## src/sv/mprc_pkg.sv

```systemverilog
package mprc_pkg;

  localparam int MAX_BODY = 4096;
  localparam int LEN_W = $clog2(MAX_BODY + 1);
  localparam int SEQ_W = 2;
  localparam int EID_W = 8;
  localparam int TAG_W = 3;
  localparam int PLEN_W = 8;
  localparam int CFG_IDX_W = 4;
  localparam int CFG_DATA_W = 8;

  localparam logic [1:0] STATUS_OK = 2'd0;
  localparam logic [1:0] STATUS_INVALID = 2'd1;
  localparam logic [1:0] STATUS_CHECKSUM = 2'd2;
  localparam logic [1:0] STATUS_OTHER = 2'd3;

  typedef enum logic [CFG_IDX_W-1:0] {
    CFG_SELF_EID = 4'd0,
    CFG_EXPECT_RESPONSE = 4'd1,
    CFG_EXPECTED_EID = 4'd2,
    CFG_EXPECTED_TAG = 4'd3
  } cfg_index_t;

  typedef enum logic [3:0] {
    OUT_APPENDED = 4'd0,
    OUT_COMPLETE = 4'd1,
    OUT_IGNORED = 4'd2,
    OUT_UNEXPECTED = 4'd3,
    OUT_INVALID = 4'd4,
    OUT_CHECKSUM = 4'd5,
    OUT_OUT_OF_ORDER = 4'd6,
    OUT_SEQUENCE = 4'd7,
    OUT_TAG_MISMATCH = 4'd8,
    OUT_BAD_LENGTH = 4'd9,
    OUT_OVERFLOW = 4'd10,
    OUT_DROPPED = 4'd11
  } outcome_t;

  typedef struct packed {
    logic [1:0] parse_status;
    logic start_of_message;
    logic end_of_message;
    logic [EID_W-1:0] src_eid;
    logic [EID_W-1:0] dst_eid;
    logic [TAG_W-1:0] msg_tag;
    logic [SEQ_W-1:0] seq_num;
    logic is_request;
    logic [PLEN_W-1:0] payload_length;
  } pkt_t;

  typedef struct packed {
    outcome_t outcome;
    logic send_error_response;
    logic [LEN_W-1:0] write_offset;
    logic [LEN_W-1:0] message_length;
  } res_t;

  typedef struct packed {
    logic [EID_W-1:0] self_eid;
    logic expect_response;
    logic [EID_W-1:0] expected_eid;
    logic [TAG_W-1:0] expected_tag;
  } cfg_t;

  typedef struct packed {
    logic [LEN_W-1:0] assembled_length;
    logic [PLEN_W-1:0] first_packet_length;
    logic [SEQ_W-1:0] expected_seq;
    logic [TAG_W-1:0] current_tag;
    logic [EID_W-1:0] current_source;
  } asm_state_t;

endpackage

```

## src/sv/mprc_check.sv

```systemverilog
module mprc_check import mprc_pkg::*; (
  input  pkt_t       pkt,
  input  cfg_t       cfg,
  input  asm_state_t st,
  output res_t       res,
  output asm_state_t st_next,
  output logic       resp_done
);

  logic       request;
  logic       err_due;
  logic       has_err;
  logic       early;
  outcome_t   code;
  asm_state_t base;
  logic [LEN_W:0] sum;
  logic [LEN_W-1:0] new_len;

  assign request = pkt.is_request;
  assign err_due = (pkt.dst_eid == cfg.self_eid) && request;

  always_comb begin
    has_err = 1'b0;
    early = 1'b0;
    code = OUT_APPENDED;
    base = st;
    priority if (pkt.parse_status != STATUS_OK) begin
      has_err = 1'b1;
      code = (pkt.parse_status == STATUS_INVALID) ? OUT_INVALID : OUT_CHECKSUM;
    end else if (pkt.dst_eid != cfg.self_eid && pkt.dst_eid != '0) begin
      early = 1'b1;
      code = OUT_IGNORED;
    end else if (!request && (!cfg.expect_response || pkt.src_eid != cfg.expected_eid
                              || pkt.msg_tag != cfg.expected_tag)) begin
      early = 1'b1;
      code = OUT_UNEXPECTED;
    end else if (pkt.start_of_message) begin
      base.assembled_length = '0;
      base.first_packet_length = pkt.payload_length;
      base.expected_seq = '0;
      base.current_tag = pkt.msg_tag;
      base.current_source = pkt.src_eid;
    end else if (st.first_packet_length == '0) begin
      has_err = 1'b1;
      code = OUT_OUT_OF_ORDER;
    end else if (pkt.seq_num != st.expected_seq) begin
      has_err = 1'b1;
      code = OUT_SEQUENCE;
    end else if (pkt.msg_tag != st.current_tag) begin
      has_err = 1'b1;
      code = OUT_TAG_MISMATCH;
    end else if (pkt.src_eid != st.current_source) begin
      early = 1'b1;
      code = OUT_IGNORED;
    end else if (pkt.payload_length != st.first_packet_length
                 && !(pkt.end_of_message && pkt.payload_length < st.first_packet_length)) begin
      has_err = 1'b1;
      code = OUT_BAD_LENGTH;
    end else begin
      code = OUT_APPENDED;
    end

    sum = {1'b0, base.assembled_length} + (LEN_W + 1)'(pkt.payload_length);
    new_len = sum[LEN_W-1:0];
    if (!has_err && !early && sum > (LEN_W + 1)'(MAX_BODY)) begin
      has_err = 1'b1;
      code = OUT_OVERFLOW;
    end

    st_next = st;
    resp_done = 1'b0;
    res = '{outcome: code, send_error_response: 1'b0, write_offset: '0, message_length: '0};

    priority if (pkt.parse_status == STATUS_OTHER) begin
      st_next.assembled_length = '0;
      st_next.first_packet_length = '0;
      res.outcome = OUT_DROPPED;
    end else if (early) begin
      st_next = st;
    end else if (has_err) begin
      st_next = base;
      if (err_due) begin
        st_next.assembled_length = '0;
        st_next.first_packet_length = '0;
      end
      res.send_error_response = err_due;
    end else begin
      st_next = base;
      st_next.expected_seq = base.expected_seq + SEQ_W'(1);
      res.write_offset = base.assembled_length;
      if (pkt.end_of_message) begin
        st_next.assembled_length = '0;
        st_next.first_packet_length = '0;
        resp_done = !request;
        res.outcome = OUT_COMPLETE;
        res.message_length = new_len;
      end else begin
        st_next.assembled_length = new_len;
      end
    end
  end

endmodule

```

## config.mk

```make
export PLATFORM = sky130hd
export DESIGN_NAME = mprc_check
export DESIGN_NICKNAME = d
export VERILOG_FILES = /design/src/sv/mprc_pkg.sv /design/src/sv/mprc_check.sv
export SDC_FILE = /design/constraint.sdc
export NUM_CORES = 1
export LEC_CHECK = 0
export BUFFER_PORTS_ARGS = -buffer_cell sky130_fd_sc_hd__buf_2
export CAP_MARGIN = 20
export CORE_ASPECT_RATIO = 0.9
export CORE_UTILIZATION = 40
export DETAILED_ROUTE_END_ITERATION = 6
export PLACE_DENSITY = 0.8
export SLEW_MARGIN = 30
export SYNTH_ARGS = -nofsm -noshare
export SYNTH_HDL_FRONTEND = slang
export SYNTH_SLANG_ARGS = --single-unit
```

## constraint.sdc

```tcl
create_clock -name vclk -period 3.5
set_input_delay 0 -clock vclk [all_inputs]
set_output_delay 0 -clock vclk [all_outputs]
set_load 0.1 [all_outputs]
```

==> flow_summary_export.csv, run 1 <==
group,metric,value,unit
status,error_line,"[ERROR DPL-0033] detailed placement checks failed during check placement.",
place,dp_slack,-1103,ps
cts,post_cts.repair.setup_buffers,13,
floorplanning,rows,25,
logic_synthesis,synth_area_leaders,"xor2_1, ha_1, nand2_1",
logic_synthesis,synth_nets,453,
status,haltStage,"clock tree synthesis (4_1_cts)",
place,routabilityCongestion,1.019,
logic_synthesis,yosysUniqueCellTypes,61,
logic_synthesis,yosysWarnings,0,
floorplanning,initial_core_util,0.4247,
floorplanning,boundaryPins,154,
logic_synthesis,yosysTopAreaCellShare,0.1073,
cts,cts-resized-gates,55,
logic_synthesis,synth_area,0.002285,mm^2
place,port_buffers,154,
cts,postCtsHoldBufs,0,
logic_synthesis,ys_seq_area_frac,0,
place,place_hpwl,10760,um
logic_synthesis,yosys.area.top_type,"xor2_1",
floorplanning,die_x,81.67,um
logic_synthesis,synthCells,347,
status,status,"aborted with a tool error",
floorplanning,die_h,73.70,um
logic_synthesis,syn_area_per_cell,6.584,um^2
==> synthesized netlist by cell type, drive strengths merged, types with 2 or more instances <==
cell,count
and3,5
nor3,9
o221ai,3
nor4,7
a211oi,2
o21a,2
o311ai,8
inv,17
or4,4
a21oi,16
nand4,7
a31oi,3
buf,6
nand2,55
and2,29
or3,5
o21ai,7
a21o,6
ha,17
nor2,32
o31a,2
nor2b,2
a22o,12
o2111a,2
xnor2,13
a311oi,2
nand2b,2
xor2,28
nand3,13
clkbuf,5
o31ai,3
o21bai,2
or2,4
o22ai,2
==> kinds of logic after synthesis <==
group / after synthesis / synth area share
AOI/OAI and AO/OA: 82 / 0.2864
xor gates and xnor gates: 41 / 0.1572
adders and majority gates: 18 / 0.1019
buffers and inverters: 28 / 0.05202
and+or+nand+nor: 178 / 0.4025
==> metrics by stage <==
stage	instance area (um^2)	instances	utilization	hold WS (ps)
2_1_floorplan	2908	347	-	101.9
3_3_place_gp	4987	626	0.9270	394.1
3_5_place_dp	4987	626	0.9270	401.1
==> inputs of run 2 (changes only) <==
--- a/config.mk
+++ b/config.mk
@@ -7,10 +7,9 @@
 export LEC_CHECK = 0
 export BUFFER_PORTS_ARGS = -buffer_cell sky130_fd_sc_hd__buf_2
 export CAP_MARGIN = 20
-export CORE_ASPECT_RATIO = 0.9
 export CORE_UTILIZATION = 40
 export DETAILED_ROUTE_END_ITERATION = 6
-export PLACE_DENSITY = 0.8
+export PLACE_DENSITY_LB_ADDON = 0.15
 export SLEW_MARGIN = 30
 export SYNTH_ARGS = -nofsm -noshare
 export SYNTH_HDL_FRONTEND = slang
==> constraint.sdc (replaced) <==
create_clock -name vclk -period 4.5
set_input_delay 0 -clock vclk [all_inputs]
set_output_delay 0 -clock vclk [all_outputs]
set_load 0.1 [all_outputs]
==> flow_summary_export.csv, run 2 <==
group,metric,value,unit
job,cap_violations,0,
floorplanning,rows,27,
status,status,"finished clean",
worst_setup_path,crit_fanout,9,
worst_setup_path,worst_ep_required_time,4500,ps
logic_synthesis,syn_area_per_cell,6.584,um^2
floorplanning,die_h,77.58,um
logic_synthesis,yosysWarnings,0,
floorplanning,boundaryPins,154,
timing,slew_headroom,0.4606,
logic_synthesis,synth_area,0.002285,mm^2
logic_synthesis,synth_area_leaders,"xor2_1, ha_1, nand2_1",
layout,final_cell_mix,"buf_2, nand2_1, buf_12, xor2_1, and2_1",
worst_setup_path,crit_start,"pkt[19]",
layout,regArea,0,um^2
power,p_leak,1.984,nW
place,place_hpwl,7993,um
worst_setup_path,start_kind,"primary input",
logic_synthesis,synthCells,347,
layout,mostFrequentLayoutCell,"buf_2",
worst_setup_path,worst_ep_arrival_time,4370,ps
logic_synthesis,yosys.area.top_type,"xor2_1",
place,routabilityCongestion,0.8692,
cts,postCtsHoldBufs,0,
detailed_routing,routed-via-count,3299,
global_routing,grt_overflow,0,
detailed_routing,wl,9262,um
detailed_routing,vias_per_cell,5.659,
logic_synthesis,ys_top_cells_by_count,"nand2_1, nor2_1, and2_1, xor2_1",
worst_setup_path,critPathCapture,"st_next[29]",
timing,worst_hold_slack,387.6,ps
global_routing,grt_pass1_wl,15050,um
logic_synthesis,yosysMostFrequentCell,"nand2_1",
worst_setup_path,path_class,"primary input to output port",
power,ir_drop,0.1181,mV
detailed_routing,post_drt_wl_per_cell,15.89,um
floorplanning,core,0.005507,mm^2
logic_synthesis,yosysTopAreaCellShare,0.1073,
floorplanning,initial_core_util,0.4149,
timing,report.final.slew_viol_count,0,
global_routing,track_usage,0.3028,
detailed_routing,antenna_left,0,
timing,hold_viol,0,
layout,postLayoutCoreUtil,0.7864,
floorplanning,die_area,0.006018,mm^2
layout,stdcell_count,583,
place,place_area,0.004223,mm^2
place,placed_cells,579,
layout,fin_nets,619,
power,power,0.7360,mW
layout,drive_above_1_share,0.4481,
global_routing,antenna_found_initial,0,
power,power_density,170.0,mW/mm^2
layout,seq_cells,0,
detailed_routing,dr.pass1.iters,4,
logic_synthesis,ys_seq_area_frac,0,
logic_synthesis,synth_nets,453,
timing,fmax,0.2288,GHz
worst_setup_path,cp-end-kind,"output port",
timing,fin_crit,4371,ps
global_routing,grt_pass1_vias,3267,
layout,area_growth_syn_to_layout,89.54,%
worst_hold_path,min_path_type,"primary input to output port",
place,port_buffers,154,
timing,setup_viol,0,
global_routing,grt_max_degree,18,
floorplanning,die_x,77.58,um
timing,fin_crit_sh,0.9714,
logic_synthesis,yosysUniqueCellTypes,61,
layout,nClkBuffers,0,
layout,stdcell_area,0.004330,mm^2
detailed_routing,drt_iter0_drc,196,
layout,antenna_cells,0,
timing,tightestPinTransition,802.9,ps
detailed_routing,post-route-drc-count,0,
run 2: cell counts after synthesis:
Identical to the previous run, type by type.
run 2: logic make-up (layout without fill, tap and decap cells):
logic type               count (synthesis)  in the layout  synth area share
AND/OR/NAND/NOR                        178            178            0.4025
XOR/XNOR                                41             41            0.1572
adder cells (fa/ha/maj)                 18             18            0.1019
buffers and inverters                   28            192           0.05202
AO/OA/AOI/OAI                           82             82            0.2864
run 2: cell type report:
cell class                      count  area [um^2]
Multi-Input combinational cell    319         2455
Tap cell                           72        90.09
Inverter                           17        63.81
Timing Repair Buffer              175         1722
Fill cell                         391         1176
run 2: timing repair:
action                                  4_1_cts  5_1_grt
buffers inserted                              0        4
resized for setup                             3       10
endpoints found under the setup margin       14       37
pin swaps                                     0        6
run 2: worst min-delay path by stage:
stage                start   endpoint  slack (ps)  cells after the start
floorplan           pkt[8]  resp_done         100                      1
global placement    pkt[8]  resp_done         390                      3
detailed placement  pkt[8]  resp_done         390                      3
CTS                 pkt[8]  resp_done         390                      3
global route        pkt[8]  resp_done         400                      3
finish              pkt[8]  resp_done         390                      3
run 2: worst max-delay path, cell delays in order:
cell      delay (ps)
buf_2            110
or4_1            520
nor2_1           140
a21oi_2           60
or3_4            400
and2_1           210
ha_2             200
fa_2             430
inv_1            190
nand3_1          150
a21oi_1          150
o2111a_1         190
nand4_1          180
o31ai_4          370
buf_12           150
a21oi_4           90
or3_1            350
a32o_1           280
buf_12           180
run 2: through the flow:
step           setup WS (ps)  TNS [ps]
2_1_floorplan         -247.7     -1509
3_3_place_gp           62.65         0
3_5_place_dp          -72.90    -251.7
4_1_cts                17.80         0
5_1_grt               -7.329    -15.75
6_report               128.9         0
run 2: where the power goes:
part	internal [mW]	switching [mW]
logic	0.259	0.477
registers	0	0
clock network	0	0
total	0.259	0.477
run 2: metal layers:
layer | share of wire | global-route usage | vias up | wire, um
li1 | - | - | 1591 | -
met1 | 0.40 | 0.3516 | 1534 | 3676
met2 | 0.52 | 0.5788 | 160 | 4824
met5 | 0 | 0 | - | 0
met3 | 0.061 | 0.02941 | 14 | 565
met4 | 0.021 | 0.08491 | 0 | 196
Power figures use the tool's default switching activity.
==> inputs of run 3 (changes only) <==
--- a/config.mk
+++ b/config.mk
@@ -5,6 +5,7 @@
 export SDC_FILE = /design/constraint.sdc
 export NUM_CORES = 1
 export LEC_CHECK = 0
+export ABC_AREA = 1
 export BUFFER_PORTS_ARGS = -buffer_cell sky130_fd_sc_hd__buf_2
 export CAP_MARGIN = 20
 export CORE_UTILIZATION = 40
==> flow_summary_export.csv, run 3 <==
group,metric,value,unit
timing,tightestPinTransition,950.1,ps
timing,fmax,0.2547,GHz
worst_hold_path,hold_start,"st[27]",
global_routing,grt_max_degree,37,
job,cap_violations,0,
power,power_density,168.9,mW/mm^2
worst_setup_path,crit_path_frequent_cell,"nand2_1",
timing,report.final.slew_viol_count,0,
detailed_routing,wl,10070,um
power,pwr-share-seq,0,
detailed_routing,routed-via-count,3975,
worst_setup_path,crit_fanout,23,
power,power_switching,0.5100,mW
logic_synthesis,yosysUniqueCellTypes,42,
timing,timing.final.ws_setup,573.7,ps
detailed_routing,vias_per_cell,5.203,
logic_synthesis,yosysWarnings,0,
power,internal_power,0.2385,mW
global_routing,grt_pass1_wl,16800,um
worst_setup_path,worst_ep_arrival_time,3930,ps
power,combPwrFrac,1.000,
layout,drive_above_1_share,0.3070,
worst_setup_path,cp_num_cells,29,
global_routing,track_usage,0.2756,
power,swShare,0.6813,
floorplanning,initial_core_util,0.4124,
power,ir_drop,0.1006,mV
worst_setup_path,cp-end-kind,"output port",
layout,regArea,0,um^2
status,status,"finished clean",
floorplanning,rows,30,
layout,mostFrequentLayoutCell,"nand2_1",
timing,slew_headroom,0.3646,
layout,antenna_cells,0,
detailed_routing,post_drt_wl_per_cell,13.18,um
logic_synthesis,ys_top_cells_by_count,"nand2_1, inv_1, nor2_1",
timing,setup_viol,0,
timing,fin_crit_sh,0.8725,
logic_synthesis,yosysTopAreaCellShare,0.2438,
detailed_routing,drt_iter0_drc,179,
worst_setup_path,worst_ep_required_time,4500,ps
power,power.share.clock,0,
floorplanning,die_area,0.007303,mm^2
worst_hold_path,min_to,"res[19]",
worst_hold_path,min_delay_path_depth,4,
cts,postCtsHoldBufs,0,
timing,fin_crit,3926,ps
logic_synthesis,synth_nets,654,
layout,area_growth_syn_to_layout,59.00,%
worst_setup_path,crit_start,"cfg[18]",
floorplanning,die_x,85.46,um
floorplanning,die_h,85.46,um
worst_setup_path,start_kind,"primary input",
logic_synthesis,ys_seq_area_frac,0,
timing,rsz0062_at_grt,"no",
floorplanning,boundaryPins,154,
layout,fin_nets,792,
worst_setup_path,path_class,"primary input to output port",
worst_setup_path,critical-path-top-delay-family,"simple AND/OR/NAND/NOR gates",
logic_synthesis,synth_area_leaders,"nand2_1, inv_1, ha_1",
logic_synthesis,yosysMostFrequentCell,"nand2_1",
timing,hold_viol,0,
floorplanning,core,0.006756,mm^2
worst_setup_path,crit_slowest_cell,"ha_1",
worst_hold_path,min_path_type,"primary input to output port",
logic_synthesis,syn_area_per_cell,5.085,um^2
power,p_leak,2.438,nW
place,dp_slack,352.2,ps
layout,stdcell_area,0.004431,mm^2
global_routing,grt_overflow,0,
global_routing,grt_pass1_vias,3878,
detailed_routing,post-route-drc-count,0,
worst_setup_path,cp_num_buf_inv,5,
global_routing,antenna_found_initial,0,
layout,nClkBuffers,0,
detailed_routing,dr.pass1.iters,5,
place,place_area,0.004363,mm^2
place,routabilityCongestion,0.9103,
layout,seq_cells,0,
layout,final_cell_mix,"nand2_1, buf_2, inv_1, buf_12",
logic_synthesis,yosys.area.top_type,"nand2_1",
place,place_hpwl,8413,um
worst_setup_path,slowest_delay,340,ps
logic_synthesis,synth_area,0.002786,mm^2
logic_synthesis,synthCells,548,
place,port_buffers,154,
detailed_routing,antenna_left,0,
==> run 3: changes by cell type after synthesis, sizes merged, moves of 7 or more <==
cell	change
nand3	+34
inv	+53
and2	-27
clkbuf	+11
nor2	+22
o311ai	-7
nand2	+131
a21oi	+17
a22o	-12
o21ai	+35
xor2	-21
==> run 3: kinds of logic after synthesis <==
logic type      count (synthesis)  share of synthesized area
simple gates                  322                     0.5218
buf+inv                        97                     0.1468
compound gates                 85                     0.1662
xor+xnor                       26                    0.08172
fa+ha+maj                      18                    0.08352
==> run 3: what timing repair did <==
| item | in CTS | in global routing |
|---|---|---|
| endpoints found under the setup margin | 0 | 20 |
| endpoints found under the hold margin | 0 | 0 |
| buffers inserted | 0 | 2 |
| gates resized for setup | 0 | 9 |
==> run 3: how the worst max path moves through the flow <==
stage | to | slack (ps)
2_1_floorplan | res[12] | -370
3_3_place_gp | res[9] | 470
3_5_place_dp | res[11] | 350
4_1_cts | res[11] | 330
5_1_grt | res[11] | 100
6_report | res[11] | 570
==> run 3: through the flow <==
step	TNS (ps)	cells	utilization	hold slack (ps)	power (mW)
after global placement	0	762	0.6457	409.1	0.7384
final	0	764	0.6557	405.5	0.7485
after CTS	0	762	0.6457	411.4	0.7455
after global routing	0	764	0.6557	419.8	0.7959
after detailed placement	0	762	0.6457	409.6	0.7439
after floorplan	-2404	548	-	183.9	0.4968
==> run 3: cell type report <==
class	count	area [um^2]
Multi-Input combinational cell	451	2437
Fill cell	621	2326
Timing Repair Buffer	161	1620
Tap cell	80	100.1
Inverter	72	272.8
==> run 3: power by group through the flow <==
stage                     clock (mW)  combinational [mW]  sequential [mW]
after detailed placement           0               0.744                0
after floorplan                    0               0.497                0
final                              0               0.749                0
after global routing               0               0.796                0
after CTS                          0               0.745                0
after global placement             0               0.738                0
==> run 3: routing by layer <==
metal / track usage / vias to the layer above / share of wire
met5: 0 / - / 0
met4: 0.06667 / 0 / 0.018
met3: 0.01459 / 15 / 0.044
met2: 0.5404 / 157 / 0.51
met1: 0.3229 / 1773 / 0.43
li1: - / 2030 / -
